## src/hw/rtl/midi_channel_message_tracker_macros.svh

```systemverilog
// Assertion macros shared by the tracker RTL.
// Needs clk_i and rst_ni in the scope of each use; empty under SYNTHESIS.
`ifndef MIDI_CHANNEL_MESSAGE_TRACKER_MACROS_SVH
`define MIDI_CHANNEL_MESSAGE_TRACKER_MACROS_SVH
`ifndef SYNTHESIS
`define MCMT_ASSERT(name, prop) \
  name: assert property (@(posedge clk_i) disable iff (!rst_ni) prop) \
    else $error("mcmt: check failed");
`define MCMT_ASSERT_NEVER(name, cond) \
  name: assert property (@(posedge clk_i) disable iff (!rst_ni) !(cond)) \
    else $error("mcmt: forbidden condition seen");
`else
`define MCMT_ASSERT(name, prop)
`define MCMT_ASSERT_NEVER(name, cond)
`endif
`endif

```

## src/hw/rtl/mcmt_pkg.sv

```systemverilog
// Types and constants of the MIDI channel message tracker.
// No dependencies; imported by the controller, datapath and top level.
package mcmt_pkg;

  localparam int unsigned IN_W  = 48;
  localparam int unsigned OUT_W = 40;

  localparam logic [14:0] BEND_CENTER = 15'd8192;

  typedef enum logic [2:0] {
    CMD_MSG     = 3'd0,
    CMD_RD_CTRL = 3'd1,
    CMD_RD_NOTE = 3'd2,
    CMD_RD_BEND = 3'd3,
    CMD_RD_PRES = 3'd4,
    CMD_CLEAR   = 3'd5
  } cmd_e;

  typedef enum logic [3:0] {
    MT_NOTE_OFF  = 4'h8,
    MT_NOTE_ON   = 4'h9,
    MT_POLY_PRES = 4'hA,
    MT_CONTROL   = 4'hB,
    MT_PROGRAM   = 4'hC,
    MT_CHAN_PRES = 4'hD,
    MT_BEND      = 4'hE
  } msg_type_e;

  typedef enum logic [3:0] {
    EV_UNKNOWN   = 4'd0,
    EV_NOTE_OFF  = 4'd1,
    EV_NOTE_ON   = 4'd2,
    EV_POLY_PRES = 4'd3,
    EV_CONTROL   = 4'd4,
    EV_PROGRAM   = 4'd5,
    EV_CHAN_PRES = 4'd6,
    EV_BEND      = 4'd7,
    EV_COMMAND   = 4'd8
  } event_kind_e;

  typedef struct packed {
    logic take;
    logic rd_load;
    logic sweep;
  } ctl_t;

endpackage

```

## src/hw/rtl/mcmt_ctrl.sv

```systemverilog
// Controller: sequences accept, store read, clearing sweep and result hand-off.
// Depends on mcmt_pkg and midi_channel_message_tracker_macros.svh.
`include "midi_channel_message_tracker_macros.svh"
module mcmt_ctrl (
  input  logic           clk_i,
  input  logic           rst_ni,
  input  logic           in_valid_i,
  input  logic           out_ready_i,
  input  logic [2:0]     command_i,
  input  logic           sweep_last_i,
  output logic           in_ready_o,
  output logic           out_valid_o,
  output mcmt_pkg::ctl_t ctl_o
);
  import mcmt_pkg::*;

  typedef enum logic [1:0] {
    ST_IDLE,
    ST_RD,
    ST_CLR
  } state_e;

  state_e state_q;
  logic   out_valid_q;
  logic   in_fire;
  logic   rd_mem;

  assign rd_mem      = (command_i == CMD_RD_CTRL) || (command_i == CMD_RD_NOTE);
  assign in_ready_o  = (state_q == ST_IDLE) && (!out_valid_q || out_ready_i);
  assign in_fire     = in_valid_i && in_ready_o;
  assign out_valid_o = out_valid_q;

  always_comb begin
    ctl_o.take    = in_fire;
    ctl_o.rd_load = state_q == ST_RD;
    ctl_o.sweep   = state_q == ST_CLR;
  end

  // reset starts with a full clearing sweep of the key stores
  always_ff @(posedge clk_i or negedge rst_ni) begin
    if (!rst_ni) begin
      state_q     <= ST_CLR;
      out_valid_q <= 1'b0;
    end else begin
      if ((in_fire && !rd_mem) || state_q == ST_RD) begin
        out_valid_q <= 1'b1;
      end else if (out_ready_i) begin
        out_valid_q <= 1'b0;
      end
      case (state_q)
        ST_IDLE: begin
          if (in_fire && rd_mem) begin
            state_q <= ST_RD;
          end else if (in_fire && command_i == CMD_CLEAR) begin
            state_q <= ST_CLR;
          end
        end
        ST_RD: state_q <= ST_IDLE;
        ST_CLR: begin
          if (sweep_last_i) begin
            state_q <= ST_IDLE;
          end
        end
        default: state_q <= ST_IDLE;
      endcase
    end
  end

  `MCMT_ASSERT(a_rd_then_result, state_q == ST_RD |=> state_q == ST_IDLE && out_valid_q)
  `MCMT_ASSERT(a_rd_follows_take, in_fire && rd_mem |=> state_q == ST_RD)
  `MCMT_ASSERT(a_hold_result, out_valid_q && !out_ready_i |=> out_valid_q)
  `MCMT_ASSERT_NEVER(a_take_while_busy, in_fire && state_q != ST_IDLE)
  `MCMT_ASSERT(a_clear_sweeps, in_fire && command_i == CMD_CLEAR |=> state_q == ST_CLR)

endmodule

```

## config.mk

```make
export PLATFORM = sky130hd
export DESIGN_NAME = mcmt_ctrl
export DESIGN_NICKNAME = d
export VERILOG_FILES = /design/src/hw/rtl/mcmt_pkg.sv /design/src/hw/rtl/mcmt_ctrl.sv
export VERILOG_INCLUDE_DIRS = /design/src /design/src/hw/rtl
export SDC_FILE = /design/constraint.sdc
export NUM_CORES = 1
export LEC_CHECK = 0
export BUFFER_PORTS_ARGS = -buffer_cell sky130_fd_sc_hd__clkbuf_2
export CAP_MARGIN = 0
export CORE_AREA = 2 2 39 41
export DETAILED_ROUTE_END_ITERATION = 16
export DIE_AREA = 0 0 41 43
export PLACE_DENSITY = 0.38
export SYNTH_ARGS = -nofsm -noshare
export SYNTH_HDL_FRONTEND = slang
export SYNTH_SLANG_ARGS = --single-unit
```

## constraint.sdc

```tcl
create_clock -name clk_i -period 1.5 [get_ports clk_i]
set_input_delay 0.45 -clock clk_i [delete_from_list [all_inputs] [get_ports clk_i]]
set_output_delay 0.45 -clock clk_i [all_outputs]
set_load 0.05 [all_outputs]
```

==> results.json, run 1 <==
{
  "power.total_uw": 408.4,
  "ys_types": 15,
  "place_congestion": 0.6908,
  "io_pins": 13,
  "grt_util_all_layers_pct": 7.258,
  "post-route-period-util_pct": 113.4,
  "powerDensity_nw_per_um2": 974.4,
  "dieWidth_um": 41,
  "die_y_um": 43,
  "setup_viol": 4,
  "r2r_end": "state_q[1]$_DFFE_PN1P_",
  "ys_seq_elements": 3,
  "path_max_fanout": 2,
  "clock-root-buffer": "clkbuf_4",
  "routed_wl_um": 460,
  "final_util_pct": 30.29,
  "cts.clk_slew.worst_paths_ps": 40,
  "crit_type": "reg -> out",
  "wl_per_cell_um": 7.931,
  "gr-total-overflow": 0,
  "max_slew_margin_pct": 81.77,
  "clock_skew_ps": 1.309,
  "syn-num-nets": 28,
  "clkSinkCount": 3,
  "rsz0062_at_grt": "yes",
  "yosysSeqAreaShare_pct": 41.22,
  "ys_warn_count": 0,
  "diodes": 0,
  "fin_crit_ps": 1701,
  "drc_errors": 0,
  "drv_cap": 0,
  "cp-start-kind": "flop",
  "final_nets": 51,
  "cts_buffers": 3,
  "synth.avg_cell_area_sq_um": 9.259,
  "clock_path_buffers": 2,
  "max_freq_ghz": 0.5880,
  "initial_utilization_pct": 13.38,
  "timing.rr.start": "state_q[1]$_DFFE_PN1P_",
  "crit_path_end_kind": "output pin",
  "hp-class": "in -> reg",
  "drive_gt1_share_pct": 66.67,
  "hold_depth": 2,
  "dieArea_sq_um": 1763,
  "hold_viol_final": 0,
  "coreArea_sq_um": 1384,
  "dr.pass1.iters": 2,
  "dpl.hpwl_um": 385.5,
  "worst-endpoint-required_ps": 1050,
  "mostFrequentLayoutCells": "clkbuf_2 (8), buf_4 (5), clkbuf_4 (3), buf_8 (3), nor2_1 (2)",
  "vias": 211,
  "ant_nets": 0,
  "cts_tree": "done",
  "failed_checks": "setup timing",
  "reg2reg_depth": 4,
  "rrSetupSlack_ps": 270,
  "p_leak_nw": 0.1927,
  "port_buffers": 12,
  "holdWs_ps": 366.1,
  "grt_max_degree": 5,
  "area_delta_synth_final_pct": 126.4,
  "whs_endpoint": "state_q[1]$_DFFE_PN1P_",
  "status": "finished, violations left",
  "drtIter0Drc": 3,
  "grt_antenna_before_repair": 0,
  "first_global_vias": 217,
  "final_common_cell": "clkbuf_2",
  "viasPerCell": 3.638,
  "final_cells": 58,
  "peakVddDrop_mv": 0.3991,
  "grt_pass1_wl_um": 807,
  "cts-htree-levels": 1,
  "dp.cells": 52,
  "worstPathArrival_ps": 1250,
  "worst_pin_slew_ps": 274.6,
  "fin_ws_ps": -200.8,
  "synthCells": 20,
  "finalMaxSlewViolations": 0,
  "netlist_area_sq_um": 185.2,
  "hold_start": "sweep_last_i",
  "clock_latency_ps": 230,
  "num_rows": 14
}
==> flip-flops by register name, indices dropped and copies added (netlist names) <==
name and cells:
out_valid_o 1, state_q 2
==> synth_stat cells <==
library cell	instances	share of area [%]
nor2_1	2	4.1
inv_1	2	4.1
nand3_1	1	2.7
nor3_1	2	5.4
dfrtp_1	2	27
xnor2_1	1	4.7
nor2b_1	2	6.8
buf_4	1	4.1
o21ai_0	1	2.7
dfstp_2	1	14
o41a_1	1	6.1
nand2_1	1	2.0
or2b_1	1	4.1
o32ai_2	1	8.8
nand2b_1	1	3.4
==> power breakdown <==
group	total [mW]	internal (mW)	switching, mW
Combinational	0.174	0.0797	0.0942
Sequential	0.0957	0.0906	0.00510
Clock	0.139	0.0995	0.0394
==> cells by family (layout without fill, tap and decap cells) <==
| kind of cell | count (synthesis) | after routing | share of synthesized area, % |
|---|---|---|---|
| simple gates | 10 | 10 | 28.38 |
| compound gates | 3 | 3 | 17.57 |
| flops | 3 | 3 | 41.22 |
| buf+inv | 3 | 25 | 8.111 |
| xor+xnor | 1 | 1 | 4.731 |
==> what timing repair did <==
action                                  4_1_cts  5_1_grt
gates resized for setup                      10        3
endpoints found under the hold margin         0        2
pin swaps                                     1        0
hold buffers                                  0        1
buffers inserted                              0        1
endpoints found under the setup margin        4        4
==> through the flow <==
stage,cell area [sq um],setup slack (ps),TNS [ps]
4_1_cts,397.9,-217.7,-527.3
5_1_grt,419.2,-241.2,-609.1
3_5_place_dp,321.6,-79.85,-145.4
3_3_place_gp,321.6,-68.88,-123.0
6_report,419.2,-200.8,-438.9
2_1_floorplan,211.5,-93.19,-93.19
==> how the worst max path moves through the flow <==
stage                                  startpoint    endpoint  slack (ps)  cells past startpoint
after detailed placement              out_ready_i    ctl_o[2]         -80                      5
final                      state_q[1]$_DFFE_PN1P_    ctl_o[0]        -200                      3
after floorplan           out_valid_o$_DFFE_PN0P_  in_ready_o         -90                      2
after global routing       state_q[1]$_DFFE_PN1P_    ctl_o[0]        -240                      3
after CTS                  state_q[1]$_DFFE_PN1P_    ctl_o[0]        -220                      3
after global placement                out_ready_i    ctl_o[2]         -70                      5
==> layer usage <==
metal  up-vias  global-route usage, %  routed length (um)
met5         -                      0                   0
met4         0                  6.000                   0
met3         0                  4.712                  26
met2         4                  9.375                 255
met1        97                  7.818                 178
li1        110                      -                   -
==> layout make-up <==
class                           count  area (sq um)
Fill cell                         148         964.7
Timing Repair Buffer               19         168.9
Multi-Input combinational cell     14         115.1
Sequential cell                     3         77.57
Clock buffer                        4         26.28
Tap cell                           16         20.02
Inverter                            2         11.26
==> critical path, cell delays in order (launching register included) <==
cell        delay, ps
dfstp_2           510
or2b_1            270
clkinvlp_4         90
clkbuf_16         150
No activity file was read; power rests on OpenSTA's default activity.
==> run 2: changes to the inputs <==
BUFFER_PORTS_ARGS = not set   (was -buffer_cell sky130_fd_sc_hd__clkbuf_2)
DONT_BUFFER_PORTS = 1   (was not set)
PLACE_DENSITY = 0.3   (was 0.38)
SKIP_LAST_GASP = 1   (was not set)
clock period = 1.93 ns   (was 1.5 ns; I/O delays follow)
==> run 2 against run 1 <==
  * Critical path depth unchanged
  * The flow now finishes without violations
  * Wire length decreased by 2.0%
  * Count of clock-buffer cells in the layout unchanged
  * Sequential share of layout area grew 6.8 points
  * Die area is the same
  * Critical path type unchanged
  * Register-to-register slack improved by 590 ps
  * Sequential power fell by 20%
  * Utilization fell by 8.5 points
  * Worst setup slack gained 250 ps
  * Non-clock buffer count fell by 14
==> results.json, run 2 (synthesis gave the netlist of run 1 again) <==
{
  "grt_pass1_wl_um": 690,
  "power.share.clock_pct": 37.3,
  "timing.rr.start": "state_q[0]$_DFFE_PN0P_",
  "vias": 167,
  "clkSinkCount": 3,
  "dr.pass1.iters": 2,
  "dieArea_sq_um": 1763,
  "initial_utilization_pct": 13.38,
  "place_congestion": 0.6524,
  "reg2reg_depth": 3,
  "crit_chain": "or2b_1, inv_1, buf_6",
  "viasPerCell": 3.795,
  "routed_wl_um": 451,
  "ant_nets": 0,
  "grt_antenna_before_repair": 0,
  "max_freq_ghz": 0.5329,
  "powerDensity_nw_per_um2": 971.0,
  "cts-htree-levels": 1,
  "hold_viol_final": 0,
  "clock_skew_ps": 0.8697,
  "multi_input_area_sq_um": 105.1,
  "diodes": 0,
  "grt_max_degree": 7,
  "dieWidth_um": 41,
  "regArea_sq_um": 76.32,
  "fillCellCount": 153,
  "grt_util_all_layers_pct": 6.237,
  "io_pins": 13,
  "power.total_uw": 292.8,
  "rrSetupSlack_ps": 860,
  "crit_cells": 3,
  "drive_gt1_share_pct": 39.29,
  "clock_path_buffers": 2,
  "cts_tree": "done",
  "first_global_vias": 171,
  "switchingPower_uw": 100.4,
  "port_buffers": 0,
  "rsz0062_at_grt": "no",
  "stdcell_area_sq_um": 301.5,
  "intPower_uw": 192.4,
  "path_max_fanout": 5,
  "drv_cap": 0,
  "slowest_delay_ps": 570,
  "critPathTopFamily": "flip-flops",
  "fin_crit_ps": 1876,
  "final_common_cell": "clkbuf_4",
  "crit_path_end_kind": "output pin",
  "worst-endpoint-required_ps": 1350,
  "crit_path_top_delay_cell": "dfstp_2",
  "die_y_um": 43,
  "clock-root-buffer": "clkbuf_4",
  "top_register": "state_q",
  "cts.clk_slew.worst_paths_ps": 40,
  "clock_latency_ps": 230,
  "final_util_pct": 21.79,
  "placed_cell_area_sq_um": 271.5,
  "worstPathArrival_ps": 1300,
  "p_leak_nw": 0.1330,
  "gr-total-overflow": 0,
  "fin_tns_setup_ps": 0,
  "status": "finished, final reports clean",
  "drtIter0Drc": 4,
  "wl_per_cell_um": 10.25,
  "cp.buffers_inverters": 2,
  "holdBufCountCts": 0,
  "drc_errors": 0,
  "finalMaxSlewViolations": 0,
  "cts_buffers": 3,
  "area_delta_synth_final_pct": 62.84,
  "comb_power_share_pct": 36.7,
  "hp-class": "in -> async",
  "post-route-period-util_pct": 97.22,
  "worst_pin_slew_ps": 261.7,
  "largest_reg_flops": 2,
  "peakVddDrop_mv": 0.2544,
  "final_nets": 37,
  "share_seq_of_total_power_pct": 26.0,
  "cp-start-kind": "flop",
  "crit_type": "reg -> out",
  "r2r_end": "state_q[1]$_DFFE_PN1P_",
  "max_slew_margin_pct": 82.52,
  "num_rows": 14,
  "coreArea_sq_um": 1384,
  "swShare_pct": 34.30,
  "setup_viol": 0
}
-- run 2: changes by cell type in the layout (fill, tap and decap cells not counted), moves of 2 or more --
cell,previous run,this run
nor2b_1,0,2
buf_12,0,2
buf_4,5,2
clkbuf_2,8,0
buf_8,3,0
-- run 2: stage by stage --
stage          cells  hold slack (ps)  setup slack [ps]
2_1_floorplan     20            283.4             142.5
3_3_place_gp      40            283.5             220.8
3_5_place_dp      40            283.5             227.2
4_1_cts           44            31.03             20.02
5_1_grt           44            22.14           0.01632
6_report          44            42.40             53.63
-- run 2: cell type report --
type | instances | share of cell area, %
Multi-Input combinational cell | 14 | 34.85
Sequential cell | 3 | 25.31
Timing Repair Buffer | 5 | 21.99
Clock buffer | 4 | 8.714
Tap cell | 16 | 6.639
Inverter | 2 | 2.490
-- run 2: per-layer routing --
layer | GRT usage (%) | part of all wire, % | vias up
li1 | - | - | 85
met1 | 6.149 | 30 | 75
met2 | 8.438 | 59 | 7
met3 | 3.665 | 11 | 0
met4 | 6.000 | 0 | 0
met5 | 0 | 0 | -
-- run 2: worst max path at each step --
stage | slack, ps | start | to
2_1_floorplan | 140 | out_valid_o$_DFFE_PN0P_ | in_ready_o
3_3_place_gp | 220 | out_ready_i | ctl_o[2]
3_5_place_dp | 230 | out_ready_i | ctl_o[2]
4_1_cts | 20 | state_q[1]$_DFFE_PN1P_ | ctl_o[0]
5_1_grt | 0.02 | state_q[1]$_DFFE_PN1P_ | ctl_o[0]
6_report | 50 | state_q[1]$_DFFE_PN1P_ | ctl_o[0]
-- run 2: repair_timing --
item | CTS | global route
setup endpoints to repair | 0 | 1
resized for setup | 0 | 1
setup buffers | 0 | 0
-- run 2: power by group through the flow --
| stage | clock [mW] | sequential [mW] | combinational [mW] |
|---|---|---|---|
| after floorplan | 0 | 0.0879 | 0.0590 |
| after global placement | 0 | 0.0771 | 0.108 |
| after detailed placement | 0 | 0.0770 | 0.108 |
| after CTS | 0.117 | 0.0763 | 0.108 |
| after global routing | 0.122 | 0.0773 | 0.112 |
| final | 0.109 | 0.0761 | 0.107 |
==> run 3: changes to the inputs <==
RECOVER_POWER = 100   (was not set)
==> run 3 against run 2 <==
  * Die area unchanged
  * Global-route usage stayed put
  * Sequential power shrank 2%
  * Clock power about the same
  * Non-clock buffer count is the same
  * Hold slack about the same
  * Critical path depth did not move
  * Power fell by 3.6%
  * Utilization is 1.8 points lower
  * Sequential share of layout area grew 2.3 points
==> results.json, run 3 (synthesis gave the netlist of run 1 again) <==
{
  "status": "finished, final reports clean",
  "crit_chain": "or2b_1, inv_1, buf_6",
  "rsz0062_at_grt": "no",
  "p_leak_nw": 0.1240,
  "cts_setup_buffers": 0,
  "crit_type": "reg -> out",
  "routed_wl_um": 461,
  "drc_errors": 0,
  "placed_cell_area_sq_um": 271.5,
  "initial_utilization_pct": 13.38,
  "ant_nets": 0,
  "largest_reg_flops": 2,
  "stdcell_area_sq_um": 276.5,
  "worst-endpoint-required_ps": 1350,
  "cp.buffers_inverters": 2,
  "clock_skew_ps": 1.008,
  "fin_crit_ps": 1864,
  "drive_gt1_share_pct": 25.00,
  "grt_pass1_wl_um": 690,
  "finalMaxSlewViolations": 0,
  "cts-htree-levels": 1,
  "cts_buffers": 3,
  "max_slew_margin_pct": 60.87,
  "drv_cap": 0,
  "clock-root-buffer": "clkbuf_4",
  "cp-start-kind": "flop",
  "switchingPower_uw": 97.38,
  "port_buffers": 0,
  "crit_path_end_kind": "output pin",
  "power.share.clock_pct": 38.7,
  "holdBufCountCts": 0,
  "first_global_vias": 171,
  "grt_util_all_layers_pct": 6.237,
  "coreArea_sq_um": 1384,
  "setup_viol": 0,
  "worst_pin_slew_ps": 589.5,
  "drtIter0Drc": 6,
  "diodes": 0,
  "cts_tree": "done",
  "worstPathArrival_ps": 1280,
  "place_congestion": 0.6524,
  "grt_max_degree": 7,
  "powerDensity_nw_per_um2": 1021,
  "num_rows": 14,
  "hold_viol_final": 0,
  "comb_power_share_pct": 35.0,
  "fin_tns_setup_ps": 0,
  "area_delta_synth_final_pct": 49.32,
  "vias": 167,
  "dr.pass1.iters": 4,
  "clock_latency_ps": 230,
  "grt_antenna_before_repair": 0,
  "rrSetupSlack_ps": 870,
  "final_common_cell": "clkbuf_4",
  "slowest_delay_ps": 560,
  "swShare_pct": 34.49,
  "dieArea_sq_um": 1763,
  "cts.clk_slew.worst_paths_ps": 40,
  "crit_path_top_delay_cell": "dfstp_1",
  "max_freq_ghz": 0.5366,
  "clkSinkCount": 3,
  "final_nets": 37,
  "gr-total-overflow": 0,
  "io_pins": 13,
  "top_register": "state_q",
  "critPathTopFamily": "flip-flops",
  "wl_per_cell_um": 10.48,
  "peakVddDrop_mv": 0.2453,
  "share_seq_of_total_power_pct": 26.3,
  "hp-class": "in -> async",
  "viasPerCell": 3.795,
  "timing.rr.start": "state_q[0]$_DFFE_PN0P_",
  "dieWidth_um": 41,
  "die_y_um": 43,
  "reg2reg_depth": 3,
  "clock_path_buffers": 2,
  "post-route-period-util_pct": 96.55,
  "intPower_uw": 185.0,
  "path_max_fanout": 5,
  "r2r_end": "state_q[1]$_DFFE_PN1P_"
}
==> run 3: metrics by stage <==
stage	cells	setup slack (ps)	hold WS [ps]	total power, mW	util, %
5_1_grt	44	5.320	22.14	0.3008	19.98
4_1_cts	44	20.02	31.03	0.3009	21.52
6_report	44	66.49	42.64	0.2824	19.98
3_5_place_dp	40	227.2	283.5	0.1846	19.62
3_3_place_gp	40	220.8	283.5	0.1850	19.62
2_1_floorplan	20	142.5	283.4	0.1468	-
==> run 3: timing repair <==
item | in CTS | in global routing
gates resized for setup | 0 | 1
endpoints found under the setup margin | 0 | 1
endpoints found under the hold margin | 0 | 0
==> run 3: cell type report <==
cell class,instances,area [sq um]
Sequential cell,3,76.32
Multi-Input combinational cell,14,86.33
Fill cell,155,1107
Inverter,2,7.507
Timing Repair Buffer,5,60.06
Clock buffer,4,26.28
Tap cell,16,20.02
==> run 3: how the worst max path moves through the flow <==
stage,start,endpoint,slack [ps],depth (start not counted)
6_report,state_q[1]$_DFFE_PN1P_,ctl_o[0],70,3
5_1_grt,state_q[1]$_DFFE_PN1P_,ctl_o[0],5,3
4_1_cts,state_q[1]$_DFFE_PN1P_,ctl_o[0],20,3
3_5_place_dp,out_ready_i,ctl_o[2],230,4
3_3_place_gp,out_ready_i,ctl_o[2],220,4
2_1_floorplan,out_valid_o$_DFFE_PN0P_,in_ready_o,140,2
==> run 3: power by group through the flow <==
stage               registers, mW  logic (mW)  clock network [mW]
floorplan                  0.0879      0.0590                   0
finish                     0.0743      0.0989               0.109
global route               0.0754       0.104               0.122
detailed placement         0.0770       0.108                   0
CTS                        0.0763       0.108               0.117
global placement           0.0771       0.108                   0
==> run 3: metal layers <==
metal	vias up	share of wire [%]	track usage (%)
met5	-	0	0
met4	0	0	6.000
met3	0	11	3.665
met2	7	56	8.438
met1	77	33	6.149
li1	83	-	-
